==> src/hdl/dfs_preorder_adjacency_walk_top_defines.svh <==
// Assertion macros for the depth-first walk block.
// Each macro expects signals named clk and rst_n in the scope where it is used.
`ifndef DFS_PREORDER_ADJACENCY_WALK_TOP_DEFINES_SVH
`define DFS_PREORDER_ADJACENCY_WALK_TOP_DEFINES_SVH

// Same-cycle implication, checked outside reset.
`define DFS_ASSERT_SAME(label, ante, cons, msg) \
    label: assert property (@(posedge clk) disable iff (!rst_n) (ante) |-> (cons)) \
        else $error(msg);

// Next-cycle implication, checked outside reset.
`define DFS_ASSERT_NEXT(label, ante, cons, msg) \
    label: assert property (@(posedge clk) disable iff (!rst_n) (ante) |=> (cons)) \
        else $error(msg);

`endif

==> src/hdl/dfs_pkg.sv <==
package dfs_pkg;

    localparam int VTX_W = 3;
    localparam int ROW_W = 8;
    localparam int ADJ_W = 64;

    typedef logic [VTX_W-1:0] vertex_t;
    typedef logic [ADJ_W-1:0] adj_t;

    // Commands from the controller to the datapath.
    typedef struct packed {
        logic start;
        logic push;
        logic pop;
        logic load_out;
        logic out_last;
    } cmd_t;

    // Status from the datapath to the controller.
    typedef struct packed {
        logic found;
        logic depth_one;
    } status_t;

endpackage

==> src/hdl/dfs_if.sv <==
interface dfs_in_if;
    logic             valid;
    logic             ready;
    dfs_pkg::vertex_t start_vertex;

    modport source (output valid, output start_vertex, input ready);
    modport sink   (input valid, input start_vertex, output ready);
endinterface

interface dfs_out_if;
    logic             valid;
    logic             ready;
    dfs_pkg::vertex_t visited_vertex;
    logic             last_of_walk;

    modport source (output valid, output visited_vertex, output last_of_walk, input ready);
    modport sink   (input valid, input visited_vertex, input last_of_walk, output ready);
endinterface

==> src/hdl/dfs_preorder_adjacency_walk_top.sv <==
// The start vertex is held as the pending word once accepted and is presented only when
// a scan step shows whether it is the last word of the walk. A new start is accepted
// in the cycle after the walk ends.
// The walk takes one push or pop per cycle; a push waits while the output word is not taken.
// Reset (rst_n, async, active low): idle, output empty, adjacency cleared to zero;
// stack contents are not cleared.
`include "dfs_preorder_adjacency_walk_top_defines.svh"

module dfs_preorder_adjacency_walk_top #(
    parameter int VERTEX_COUNT = 8
) (
    input  logic          clk,
    input  logic          rst_n,
    input  logic          cfg_wr_en,
    input  dfs_pkg::adj_t cfg_wr_data,
    dfs_in_if.sink        in_ch,
    dfs_out_if.source     out_ch
);

    dfs_pkg::cmd_t    cmd;
    dfs_pkg::status_t status;

    // Controller: steps the walk one push or pop per cycle (a push waits for a
    // free output word) and owns the output valid; the held vertex is released
    // only once the next step shows whether it was the last word of the walk.
    dfs_ctrl u_ctrl (
        .clk       (clk),
        .rst_n     (rst_n),
        .in_valid  (in_ch.valid),
        .in_ready  (in_ch.ready),
        .out_valid (out_ch.valid),
        .out_ready (out_ch.ready),
        .status    (status),
        .cmd       (cmd)
    );

    // Datapath: adjacency register, visited mask, vertex stack, priority
    // scan of the top vertex's row, and the output payload register.
    dfs_dp #(
        .VERTEX_COUNT (VERTEX_COUNT)
    ) u_dp (
        .clk            (clk),
        .rst_n          (rst_n),
        .cfg_wr_en      (cfg_wr_en),
        .cfg_wr_data    (cfg_wr_data),
        .start_vertex   (in_ch.start_vertex),
        .cmd            (cmd),
        .status         (status),
        .visited_vertex (out_ch.visited_vertex),
        .last_of_walk   (out_ch.last_of_walk)
    );

    // Never overwrite a word the sink has not taken.
    `DFS_ASSERT_SAME(a_no_overwrite, cmd.load_out, !out_ch.valid || out_ch.ready, "output word overwritten")
    // A walk in progress blocks new starts.
    `DFS_ASSERT_NEXT(a_busy_after_start, in_ch.valid && in_ch.ready, !in_ch.ready, "input ready during walk")
    // Finishing a walk always produces a word.
    `DFS_ASSERT_NEXT(a_last_presented, cmd.load_out && cmd.out_last, out_ch.valid && out_ch.last_of_walk, "last word not presented")

endmodule

==> src/hdl/dfs_dp.sv <==
module dfs_dp #(
    parameter int VERTEX_COUNT = 8
) (
    input  logic               clk,
    input  logic               rst_n,
    input  logic               cfg_wr_en,
    input  dfs_pkg::adj_t      cfg_wr_data,
    input  dfs_pkg::vertex_t   start_vertex,
    input  dfs_pkg::cmd_t      cmd,
    output dfs_pkg::status_t   status,
    output dfs_pkg::vertex_t   visited_vertex,
    output logic               last_of_walk
);

    localparam int IDX_W   = $clog2(VERTEX_COUNT);
    localparam int DEPTH_W = $clog2(VERTEX_COUNT + 1);

    dfs_pkg::adj_t             adj_reg;
    logic [VERTEX_COUNT-1:0]   visited_reg;
    logic [DEPTH_W-1:0]        depth_reg;
    dfs_pkg::vertex_t          stack_mem [VERTEX_COUNT];
    dfs_pkg::vertex_t          pend_reg;
    dfs_pkg::vertex_t          out_vertex_reg;
    logic                      out_last_reg;

    dfs_pkg::vertex_t          start_sat;
    logic [IDX_W-1:0]          top_idx;
    dfs_pkg::vertex_t          top_vertex;
    logic [dfs_pkg::ROW_W-1:0] row;
    logic [VERTEX_COUNT-1:0]   cand;
    dfs_pkg::vertex_t          next_v;
    logic [VERTEX_COUNT-1:0]   start_mask;
    logic [VERTEX_COUNT-1:0]   next_mask;

    // Saturate out-of-range start vertices.
    assign start_sat = (int'(start_vertex) >= VERTEX_COUNT)
                     ? dfs_pkg::vertex_t'(VERTEX_COUNT - 1) : start_vertex;

    assign top_idx    = IDX_W'(depth_reg - DEPTH_W'(1));
    assign top_vertex = stack_mem[top_idx];
    assign row        = adj_reg[{top_vertex, 3'b000} +: dfs_pkg::ROW_W];
    assign cand       = row[VERTEX_COUNT-1:0] & ~visited_reg;

    // Lowest unvisited neighbor of the top vertex.
    always_comb
    begin
        next_v = '0;
        for (int i = VERTEX_COUNT - 1; i >= 0; i--)
        begin
            if (cand[i])
            begin
                next_v = dfs_pkg::vertex_t'(i);
            end
        end
    end

    assign start_mask = VERTEX_COUNT'(1) << start_sat;
    assign next_mask  = VERTEX_COUNT'(1) << next_v;

    assign status.found     = |cand;
    assign status.depth_one = (depth_reg == DEPTH_W'(1));

    always_ff @(posedge clk or negedge rst_n)
    begin
        if (!rst_n)
        begin
            adj_reg     <= '0;
            visited_reg <= '0;
            depth_reg   <= '0;
        end
        else
        begin
            if (cfg_wr_en)
            begin
                adj_reg <= cfg_wr_data;
            end
            if (cmd.start)
            begin
                visited_reg <= start_mask;
                depth_reg   <= DEPTH_W'(1);
            end
            else if (cmd.push)
            begin
                visited_reg <= visited_reg | next_mask;
                depth_reg   <= depth_reg + DEPTH_W'(1);
            end
            else if (cmd.pop)
            begin
                depth_reg <= depth_reg - DEPTH_W'(1);
            end
        end
    end

    // Stack and payload registers, no reset.
    always_ff @(posedge clk)
    begin
        if (cmd.start)
        begin
            stack_mem[0] <= start_sat;
            pend_reg     <= start_sat;
        end
        else if (cmd.push)
        begin
            stack_mem[depth_reg[IDX_W-1:0]] <= next_v;
            pend_reg                        <= next_v;
        end
        if (cmd.load_out)
        begin
            out_vertex_reg <= pend_reg;
            out_last_reg   <= cmd.out_last;
        end
    end

    assign visited_vertex = out_vertex_reg;
    assign last_of_walk   = out_last_reg;

endmodule

==> src/hdl/dfs_ctrl.sv <==
module dfs_ctrl (
    input  logic             clk,
    input  logic             rst_n,
    input  logic             in_valid,
    output logic             in_ready,
    output logic             out_valid,
    input  logic             out_ready,
    input  dfs_pkg::status_t status,
    output dfs_pkg::cmd_t    cmd
);

    typedef enum logic {
        ST_IDLE,
        ST_SCAN
    } state_t;

    state_t state_reg;
    state_t state_next;
    logic   out_valid_reg;
    logic   out_valid_next;
    logic   out_free;

    assign out_free = !out_valid_reg || out_ready;

    always_comb
    begin
        cmd            = '0;
        state_next     = state_reg;
        out_valid_next = out_valid_reg && !out_ready;
        unique case (state_reg)
            ST_IDLE:
            begin
                if (in_valid)
                begin
                    cmd.start  = 1'b1;
                    state_next = ST_SCAN;
                end
            end
            ST_SCAN:
            begin
                if (status.found)
                begin
                    // Release the held vertex and descend.
                    if (out_free)
                    begin
                        cmd.push       = 1'b1;
                        cmd.load_out   = 1'b1;
                        out_valid_next = 1'b1;
                    end
                end
                else if (!status.depth_one)
                begin
                    cmd.pop = 1'b1;
                end
                else if (out_free)
                begin
                    // Walk done: release the held vertex as the last word.
                    cmd.pop        = 1'b1;
                    cmd.load_out   = 1'b1;
                    cmd.out_last   = 1'b1;
                    out_valid_next = 1'b1;
                    state_next     = ST_IDLE;
                end
            end
            default:
            begin
                state_next = ST_IDLE;
            end
        endcase
    end

    always_ff @(posedge clk or negedge rst_n)
    begin
        if (!rst_n)
        begin
            state_reg     <= ST_IDLE;
            out_valid_reg <= 1'b0;
        end
        else
        begin
            state_reg     <= state_next;
            out_valid_reg <= out_valid_next;
        end
    end

    assign in_ready  = (state_reg == ST_IDLE);
    assign out_valid = out_valid_reg;

endmodule

==> src/flat_wrapper.sv <==
// flat-port wrapper written by rule: the top's interface ports become plain ports
module dfs_preorder_adjacency_walk_top_flat 
#(
    parameter int VERTEX_COUNT = 8
)
  (clk, rst_n, cfg_wr_en, cfg_wr_data, in_ch_valid, in_ch_start_vertex, in_ch_ready, out_ch_valid, out_ch_visited_vertex, out_ch_last_of_walk, out_ch_ready);
  dfs_in_if in_ch_i ();
  dfs_out_if out_ch_i ();
  input  logic clk;
  input  logic rst_n;
  input  logic cfg_wr_en;
  input  dfs_pkg::adj_t cfg_wr_data;
  input wire logic [$bits(in_ch_i.valid)-1:0] in_ch_valid;
  input wire logic [$bits(in_ch_i.start_vertex)-1:0] in_ch_start_vertex;
  output wire logic [$bits(in_ch_i.ready)-1:0] in_ch_ready;
  output wire logic [$bits(out_ch_i.valid)-1:0] out_ch_valid;
  output wire logic [$bits(out_ch_i.visited_vertex)-1:0] out_ch_visited_vertex;
  output wire logic [$bits(out_ch_i.last_of_walk)-1:0] out_ch_last_of_walk;
  input wire logic [$bits(out_ch_i.ready)-1:0] out_ch_ready;
  assign in_ch_i.valid = in_ch_valid;
  assign in_ch_i.start_vertex = in_ch_start_vertex;
  assign in_ch_ready = in_ch_i.ready;
  assign out_ch_valid = out_ch_i.valid;
  assign out_ch_visited_vertex = out_ch_i.visited_vertex;
  assign out_ch_last_of_walk = out_ch_i.last_of_walk;
  assign out_ch_i.ready = out_ch_ready;
  dfs_preorder_adjacency_walk_top #(.VERTEX_COUNT(VERTEX_COUNT)) u_core (.clk(clk), .rst_n(rst_n), .cfg_wr_en(cfg_wr_en), .cfg_wr_data(cfg_wr_data), .in_ch(in_ch_i), .out_ch(out_ch_i));
endmodule
==> config.mk <==
export PLATFORM = sky130hd
export DESIGN_NAME = dfs_preorder_adjacency_walk_top_flat
export DESIGN_NICKNAME = d
export VERILOG_FILES = /design/src/hdl/dfs_pkg.sv /design/src/hdl/dfs_if.sv /design/src/hdl/dfs_preorder_adjacency_walk_top.sv /design/src/hdl/dfs_dp.sv /design/src/hdl/dfs_ctrl.sv /design/src/flat_wrapper.sv
export VERILOG_INCLUDE_DIRS = /design/src /design/src/hdl
export SDC_FILE = /design/constraint.sdc
export NUM_CORES = 1
export LEC_CHECK = 0
export ABC_CLOCK_PERIOD_IN_PS = 9450
export BUFFER_PORTS_ARGS = -buffer_cell sky130_fd_sc_hd__buf_2
export CORE_MARGIN = 2
export CORE_UTILIZATION = 49
export CTS_CLUSTER_SIZE = 24
export DETAILED_ROUTE_END_ITERATION = 8
export PLACE_DENSITY = 0.78
export SYNTH_ARGS = -nofsm -noshare
export SYNTH_HDL_FRONTEND = slang
export SYNTH_SLANG_ARGS = --single-unit
export TNS_END_PERCENT = 30
==> constraint.sdc <==
create_clock -name clk -period 9.45 [get_ports clk]
set_input_delay 0.4725 -clock clk [delete_from_list [all_inputs] [get_ports clk]]
set_output_delay 0.4725 -clock clk [all_outputs]
set_load 0.02 [all_outputs]
; Yosys cells after proc, flatten, opt, wreduce, memory -nomap -nowiden
; Memories as Yosys holds them, arrays and structs flattened.
; Index checks and enable logic that the tools add are counted.
[classes]
n_addsub = 2
shifts = 3
bitwise_logic = 5
eq_ne = 1
mux = 42
reduce_logical = 9
[ops]
columns = cell, n
row1 = variable part select 64 x 7 -> 8 bit, 1
row2 = two-way mux 3 bit, 13
row3 = two-way mux 1 bit, 21
row4 = two-way mux 4 bit, 4
row5 = two-way mux 8 bit, 2
row6 = "left shift 1 x 3 -> 8 bit, first input constant", 2
row7 = OR reduction 10 bit, 1
row8 = bitwise AND 8 bit, 1
row9 = NOT 8 bit, 1
row10 = bitwise OR 8 bit, 1
row11 = OR reduction 8 bit, 1
row12 = "adder 4 x 1 -> 4 bit, second input constant", 1
row13 = "== test 4 x 1 -> 1 bit, second input constant", 1
row14 = "subtractor 4 x 1 -> 4 bit, second input constant", 1
row15 = nonzero test 3 bit, 1
row16 = OR reduction 3 bit, 1
row17 = zero test 1 bit, 2
row18 = two-way mux 2 bit, 1
row19 = NOT 1 bit, 2
row20 = case mux 1 bit (2 select lines), 1
row21 = nonzero test 2 bit, 1
row22 = logical AND 1 bit, 1
row23 = logical OR 1 bit, 1
[word_totals]
mem_bits_rw = 24
n_memories = 1
output_inout_bits = 6
regBits = 85
wordCells = 71
in_bits = 72
[mem_list]
columns = name, depth, word_bits, rd, rd_ports_with_merged_regs, write_ports, line
row1 = u_core.u_dp.stack_mem, 8, 3, 1, 0, 1, dfs_dp.sv:21  ; dfs_pkg::vertex_t stack_mem [VERTEX_COUNT];

; Longest topological paths before layout
; Gate-level depths: netlist (run 1).
; An unclocked memory read counts as a cell.
[logic_depth]
ltp_word = 16
ltp_mapped = 18
ltp_nobuf = 12

; Modules after synthesis
; Synthesis (run 1) repeated with hierarchy kept, for this count alone.
[hier_totals]
cells_unflattened = 403
area_unflattened_um2 = 5272.6
[by_module_without_submodules]
columns = module, n_inst, seq_area_each_um2, area_per_inst_um2, cells_per_inst
row1 = dfs_dp, 1, 2832.7, 5146.2, 388
row2 = dfs_ctrl, 1, 50.0, 126.4, 15

; Least setup slack after synthesis (run 1)
; Ideal clock, no wire load.
[synth_path]
path_kind = register -> register
start = reg u_core.u_dp.depth_reg[0]
end = mem u_core.u_dp.stack_mem[0][0] in the netlist's numbering (data pin)
n_path_buf = 5
t_required_ps = 9172
setup_time_ps = 278
t_arrival_ps = 3772
period_less_slack_ps = 4050
setup_slack_ps = 5400
stages_incl_launch_ff = 18
path_cell_list = dfrtp_1 > inv_1 > clkbuf_1 > ha_1 > buf_4 > buf_8 > mux2i_1 > nand3_1 > and4_1 > buf_2 > buf_4 > mux2i_1 > a2111oi_2 > o221ai_1 > a21oi_1 > o21a_1 > nor2_1 > o31ai_1
[synth_via]
elab_chain_cells = 13
elab_cells_between_ends = 20
cone_classes = 1 x add/sub / 1 x shift / 14 x mux / 1 x bitwise / 2 x reduce/logical / 1 x memory
[synth_lines]
columns = item, line
row1 = from (decl), dfs_dp.sv:20  ; logic [DEPTH_W-1:0] depth_reg;
row2 = from (signal assigned), dfs_dp.sv:85  ; depth_reg <= depth_reg + DEPTH_W'(1);
row3 = from (signal assigned), dfs_dp.sv:89  ; depth_reg <= depth_reg - DEPTH_W'(1);
row4 = subtractor 4 x 1 -> 4 bit *, dfs_dp.sv:39  ; assign top_idx = IDX_W'(depth_reg - DEPTH_W'(1));
row5 = memory (8 x 3 bit) *, --
row6 = variable part select 64 x 7 -> 8 bit *, dfs_dp.sv:41  ; assign row = adj_reg[{top_vertex, 3'b000} +: dfs_pkg::ROW_W];
row7 = bitwise AND 8 bit *, dfs_dp.sv:42  ; assign cand = row[VERTEX_COUNT-1:0] & ~visited_reg;
row8 = two-way mux 3 bit (8 in a row), dfs_dp.sv:50  ; if (cand[i])
row9 = two-way mux 3 bit (no source line) *, --
row10 = to (decl), dfs_dp.sv:21
; Every way passes the cells marked *; elsewhere a longest branch is shown, timed or not.

; Worst setup path in the final report (run 1)
; Same ends and word-level chain as after synthesis.

==> results of run 1 <==
layout make-up:
| cell class | instances | area (sq um) | area share |
|---|---|---|---|
| inverters | 8 | 30.0 | 0.00493 |
| clock inverters | 4 | 27.5 | 0.00452 |
| clock buffers | 12 | 176 | 0.0290 |
| repair buffers | 78 | 395 | 0.0649 |
| flip-flops and latches | 109 | 2880 | 0.473 |
| well taps | 140 | 175 | 0.0287 |
| multi-input cells | 277 | 2410 | 0.395 |
cells in the mapped netlist, types with 3 or more instances:
cell      number
o31ai_1        6
nand3_1       11
clkbuf_1      13
a41oi_1        3
edfxtp_1      31
and2_1         4
a21oi_1       10
nor4_1         4
nand4_1        4
mux2_2        67
dfrtp_1       78
nor3_1         8
buf_4          3
nand2_1       26
ha_1           3
o21ai_0        7
o21a_1         3
mux4_2         6
buf_2          3
a211oi_1       4
inv_1          8
nor2_1        20
mux2i_1       43
logic make-up after synthesis:
group	share of synthesized area
mux	0.244
flops	0.529
simple gates	0.0859
compound gates	0.0979
buf+inv	0.0289
fa+ha+maj	0.00689
xor+xnor	0.00666
final timing paths:
path	end	slack, ns	cells after the start
max in group asynchronous	u_core.u_dp.adj_reg[16]	8.59	1
hold / removal	u_core.u_dp.adj_reg[59]	0.25	1
setup reg to reg	u_core.u_dp.stack_mem[0][0]	3.68	12
setup / recovery	u_core.u_dp.stack_mem[0][0]	3.68	12
min in group clk	u_core.u_dp.adj_reg[59]	0.32	2
hold reg to reg	u_core.u_dp.visited_vertex[1]	0.44	0
worst max-delay path, stage by stage (launching register included):
cell and delay, ns:
dfrtp_1 0.72, inv_1 0.35, ha_1 0.78, mux2i_1 0.19, nand3_1 0.18, and4_1 1.01
mux2i_1 0.24, a2111oi_2 0.64, o221ai_1 0.18, a21oi_1 0.18, o21a_1 0.18, nor2_1 0.09
o31ai_1 0.68
placed cells by master (no fill, tap or decap), types with 3 or more instances in the layout:
master	n
a41oi_1	3
clkbuf_8	11
nand4_1	4
and2_1	4
buf_2	76
inv_1	8
a21oi_1	10
dfrtp_1	78
edfxtp_1	31
o21ai_0	7
nand2_1	26
a211oi_1	4
ha_1	3
nor4_1	4
nand3_1	11
mux2i_1	43
mux4_2	6
nor3_1	8
nor2_1	20
o31ai_1	6
o21a_1	3
mux2_2	67
through the flow:
stage / cell area, sq um / worst slack (ns)
floorplan: 5450 / 5.40
global placement: 5890 / 4.07
detailed placement: 5890 / 3.82
CTS: 6090 / 3.77
global route: 6090 / 3.18
finish: 6090 / 3.68
routing by layer:
metal	vias up	global-route usage	routed length (um)
li1	1709	-	-
met1	1816	0.275	4880
met2	122	0.355	5910
met3	24	0.0445	628
met4	0	0.0805	295
met5	-	0	0
==> summary.md, run 1 <==
| Metric | Value |
|---|---|
| Status | finished, final reports clean |
| Peak Freq | 173 MHz |
| Critical Path RT | 9.52 ns |
| RSZ-0062 raised after global routing | no |
| Worst Path Max Fanout | 23 |
| Worst slew pin tran | 1.18 ns |
| Max reg flops | 64 |
| Nets | between 500 and 600 |
| GPL Wtd Cong | 0.950 |
| Num rows | 38 |
| Max_cap viols | 0 |
| Worst rel slew slack | 0.213 |
| Synthesized area | ~5400 sq um |
| Crit. End Element | register |
| Worst setup startpoint | u_core.u_dp.depth_reg[0] |
| Routed vias | 3671 |
| Pins Over Slew Limit | 0 |
| # resized after CTS | 0 |
| Final core occ | 0.562 |
| Vias per std cell | 5.85 |
| Mapped Cells | 417 |
| Placed Cells | 612 |
| CTS Hold Bufs | 0 |
| Top-area cell type share of the netlist area | 0.358 |
| IO Pins | 78 |
| P&R area growth vs syn | 11.9% |
| Synth Register Bits | about 110 |
| Area contributors post-synth | dfrtp_1, edfxtp_1, mux2_2 |
| Synth warn | 0 |
| Setup Skew | around 0.0078 ns |
| Die Area | 12000 sq um |
| Hold crit path type | input pin to async pin |
| Die width | 109 um |
| CP arrival | 5.83 ns |
| Vias in the first global route | 3810 |
| Initial drt markers | 296 |
| Post-synthesis sequential area ratio | 0.529 |
| Core Area | 10800 sq um |
| Post-Syn Nets | between 400 and 500 |
| WL/cell | 18.7 um |
| Port Buf Inserts | 77 |
| Critical Path Source Type | register |
| Total congestion overflow after global routing | 0 |
| Crit path time final | 5.77 ns |
| Pre-Repair DR Iteration Count | 5 |
| Dominant cell type by area after synthesis | dfrtp_1 |
| Reg2reg start | u_core.u_dp.depth_reg[0] |
| Antenna cells | 0 |
| Setup TNS | 0 ns |
| Clk buf depth | 2 |
| Largest net degree at the start of global routing | 79 |
| Clk slew on worst S/H paths | 0.10 ns |
| DRC Markers | 0 |
| # clock sinks | between 100 and 150 |
| Fillers | between 900 and 1k |
| Total setup buffers inserted after CTS | 0 |
| Proportion of layout cells with a drive suffix above 1 | 0.373 |
| Num CTS Buffers | 9 |
| CTS tree | done |
| Crit path kind | register to register |
| Initial antenna violation count | 0 |
| Die height | about 110 um |
| Initial Util | 0.502 |
| Synth unique cells | between 60 and 70 |
| Finished Layout Cells | 628 |
| GR Util All Layers | 0.213 |
| Final Hold Viols | 0 |
| Clk_lat worst skew | 0.37 ns |
| Top FF cell, synth | dfrtp_1 |
| Number of synthesized flops with an enable pin | 31 |
| Period utilization | 0.610 |
| Htree depth | 3 |
| Final wirelength | around 12000 um |
| Ys async rst share | 0.716 |
| Final setup fails | 0 |
| Smallest hold slack | 0.249 ns |
| Root Driver | clkbuf_8 |
| ANT nets after route | 0 |
| Syn Area/Cell | 13.1 sq um |
| First-pass GRT wire length | 19200 um |
| Detailed Place HPWL | between 8000 and 9000 um |
Power of run 1 is not shown: default switching activity piles up to over one toggle a cycle in this logic, so the estimate is an artifact.
==> run 2, diff against run 1 <==
--- a/config.mk
+++ b/config.mk
@@ -6,7 +6,7 @@
 export SDC_FILE = /design/constraint.sdc
 export NUM_CORES = 1
 export LEC_CHECK = 0
-export ABC_CLOCK_PERIOD_IN_PS = 9450
+export ABC_CLOCK_PERIOD_IN_PS = 6000
 export BUFFER_PORTS_ARGS = -buffer_cell sky130_fd_sc_hd__buf_2
 export CORE_MARGIN = 2
 export CORE_UTILIZATION = 49
==> constraint.sdc (replaced) <==
create_clock -name clk -period 6 [get_ports clk]
set_input_delay 0.3 -clock clk [delete_from_list [all_inputs] [get_ports clk]]
set_output_delay 0.3 -clock clk [all_outputs]
set_load 0.02 [all_outputs]
==> summary.md, run 2 (same netlist as run 1, synthesis figures left out) <==
| Metric | Value |
|---|---|
| Vias in the first global route | 3843 |
| Die Area | around 12000 sq um |
| Placed Cells | 613 |
| Antenna cells | 0 |
| Vias per std cell | ~6 |
| Buf/Inv on CP | 2 |
| Worst rel slew slack | 0.320 |
| Critical Path Source Type | register |
| Proportion of layout cells with a drive suffix above 1 | 0.372 |
| Period utilization | 0.934 |
| Detailed Place HPWL | 8710 um |
| Setup TNS | 0 ns |
| Total setup buffers inserted after CTS | 0 |
| Clk_lat worst skew | approximately 0.37 ns |
| Crit path kind | register to register |
| Crit. End Element | register |
| Clk slew on worst S/H paths | 0.09 ns |
| Total congestion overflow after global routing | 0 |
| # clock sinks | 109 |
| WL/cell | 19.1 um |
| Num rows | 38 |
| RSZ-0062 raised after global routing | no |
| CTS tree | done |
| Initial antenna violation count | 0 |
| Final Hold Viols | 0 |
| Initial Util | 0.502 |
| Hold crit path type | input pin to async pin |
| IO Pins | 78 |
| CTS Hold Bufs | 0 |
| Max reg flops | 64 |
| Num CTS Buffers | 9 |
| ANT nets after route | 0 |
| Core Area | 10800 sq um |
| Nets | 559 |
| CP delay by family, top | compound AO/OA/AOI/OAI gates |
| Worst slew pin tran | between 1 and 1.5 ns |
| Clk buf depth | 2 |
| CP arrival | 5.63 ns |
| DRC Markers | 0 |
| Final wirelength | 12000 um |
| Status | finished, final reports clean |
| GR Util All Layers | 0.213 |
| First-pass GRT wire length | 19400 um |
| Critical Path RT | roughly 6.0 ns |
| Dpl cell area | between 5000 and 6000 sq um |
| Die height | approximately 110 um |
| Routed vias | 3780 |
| Htree depth | 3 |
| Pins Over Slew Limit | 0 |
| Root Driver | clkbuf_8 |
| Die width | between 100 and 150 um |
| Worst Path Max Fanout | 16 |
| Max_cap viols | 0 |
| P&R area growth vs syn | 11.8% |
| Crit path max-delay cell type | o31ai_1 |
| Most frequent cells in the layout | dfrtp_1, buf_2, mux2_2, mux2i_1, edfxtp_1 |
| Crit path time final | 5.61 ns |
| GPL Wtd Cong | between 1 and 1.5 |
| Port Buf Inserts | 77 |
| Largest net degree at the start of global routing | around 80 |
| Reg2reg path depth | 12 |
| Initial drt markers | 345 |
| Fillers | 912 |
| Finished Layout Cells | 629 |
| Peak Freq | 178 MHz |
| Final setup fails | 0 |
| Critical path, cell by cell | inv_1, ha_1, mux2i_1, nand3_1, and4_1, buf_4, mux2i_1, mux2_2, o31ai_1, nand4b_1, o21ai_2, o31ai_1 |
| Pre-Repair DR Iteration Count | 8 |
| Final instance area | 6090 sq um |
| Worst path depth | 12 |
| Setup Skew | 0.0106 ns |
| Most common library cell in the layout ignoring fill and taps | dfrtp_1 |
| # resized after CTS | 0 |
| CP peak stage delay | 0.86 ns |
[run 2: area by class of cell]
type                       instances  area, sq um  area share
clock buffer                      12          146      0.0240
tap                              140          175      0.0288
clock inverter                     4         47.5     0.00781
inverter                           8         30.0     0.00493
multi-input combinational        277         2410       0.395
sequential                       109         2880       0.473
timing repair buffer              79          403      0.0661
[run 2: path summary, 6_finish.rpt]
kind,startpoint,end,slack [ns]
worst max register to register,u_core.u_dp.depth_reg[0],u_core.u_dp.stack_mem[3][0],0.39
max in group asynchronous,rst_n,u_core.u_dp.adj_reg[27],5.30
worst min register to register,u_core.u_dp.pend_reg[2],u_core.u_dp.visited_vertex[2],0.43
worst max-delay path,u_core.u_dp.depth_reg[0],u_core.u_dp.stack_mem[3][0],0.39
min in group clk,cfg_wr_data[45],u_core.u_dp.adj_reg[45],0.16
worst min-delay path,rst_n,u_core.u_dp.adj_reg[51],0.09
[run 2: worst register-to-register path: stages, from the launching register on]
cell and delay, ns:
dfrtp_1 0.70, inv_1 0.35, ha_1 0.77, mux2i_1 0.18
nand3_1 0.15, and4_1 0.74, buf_4 0.32, mux2i_1 0.09
mux2_2 0.30, o31ai_1 0.33, nand4b_1 0.29, o21ai_2 0.19
o31ai_1 0.86
[run 2: stage by stage]
stage | hold slack (ns) | setup slack [ns] | utilization
after floorplan | 0.00441 | 1.95 | -
after global placement | 0.406 | 0.839 | 0.544
after detailed placement | 0.412 | 0.537 | 0.544
after CTS | 0.116 | 0.522 | 0.562
after global routing | 0.144 | 0.0470 | 0.562
final | 0.0865 | 0.393 | 0.562
[run 2: routing by layer]
| metal | vias to the layer above | global-route usage | routed length (um) |
|---|---|---|---|
| li1 | 1704 | - | - |
| met1 | 1871 | 0.281 | 4870 |
| met2 | 168 | 0.348 | 5840 |
| met3 | 37 | 0.0379 | 799 |
| met4 | 0 | 0.0913 | 493 |
| met5 | - | 0 | 0 |
Power of run 2 is left out for the same reason.
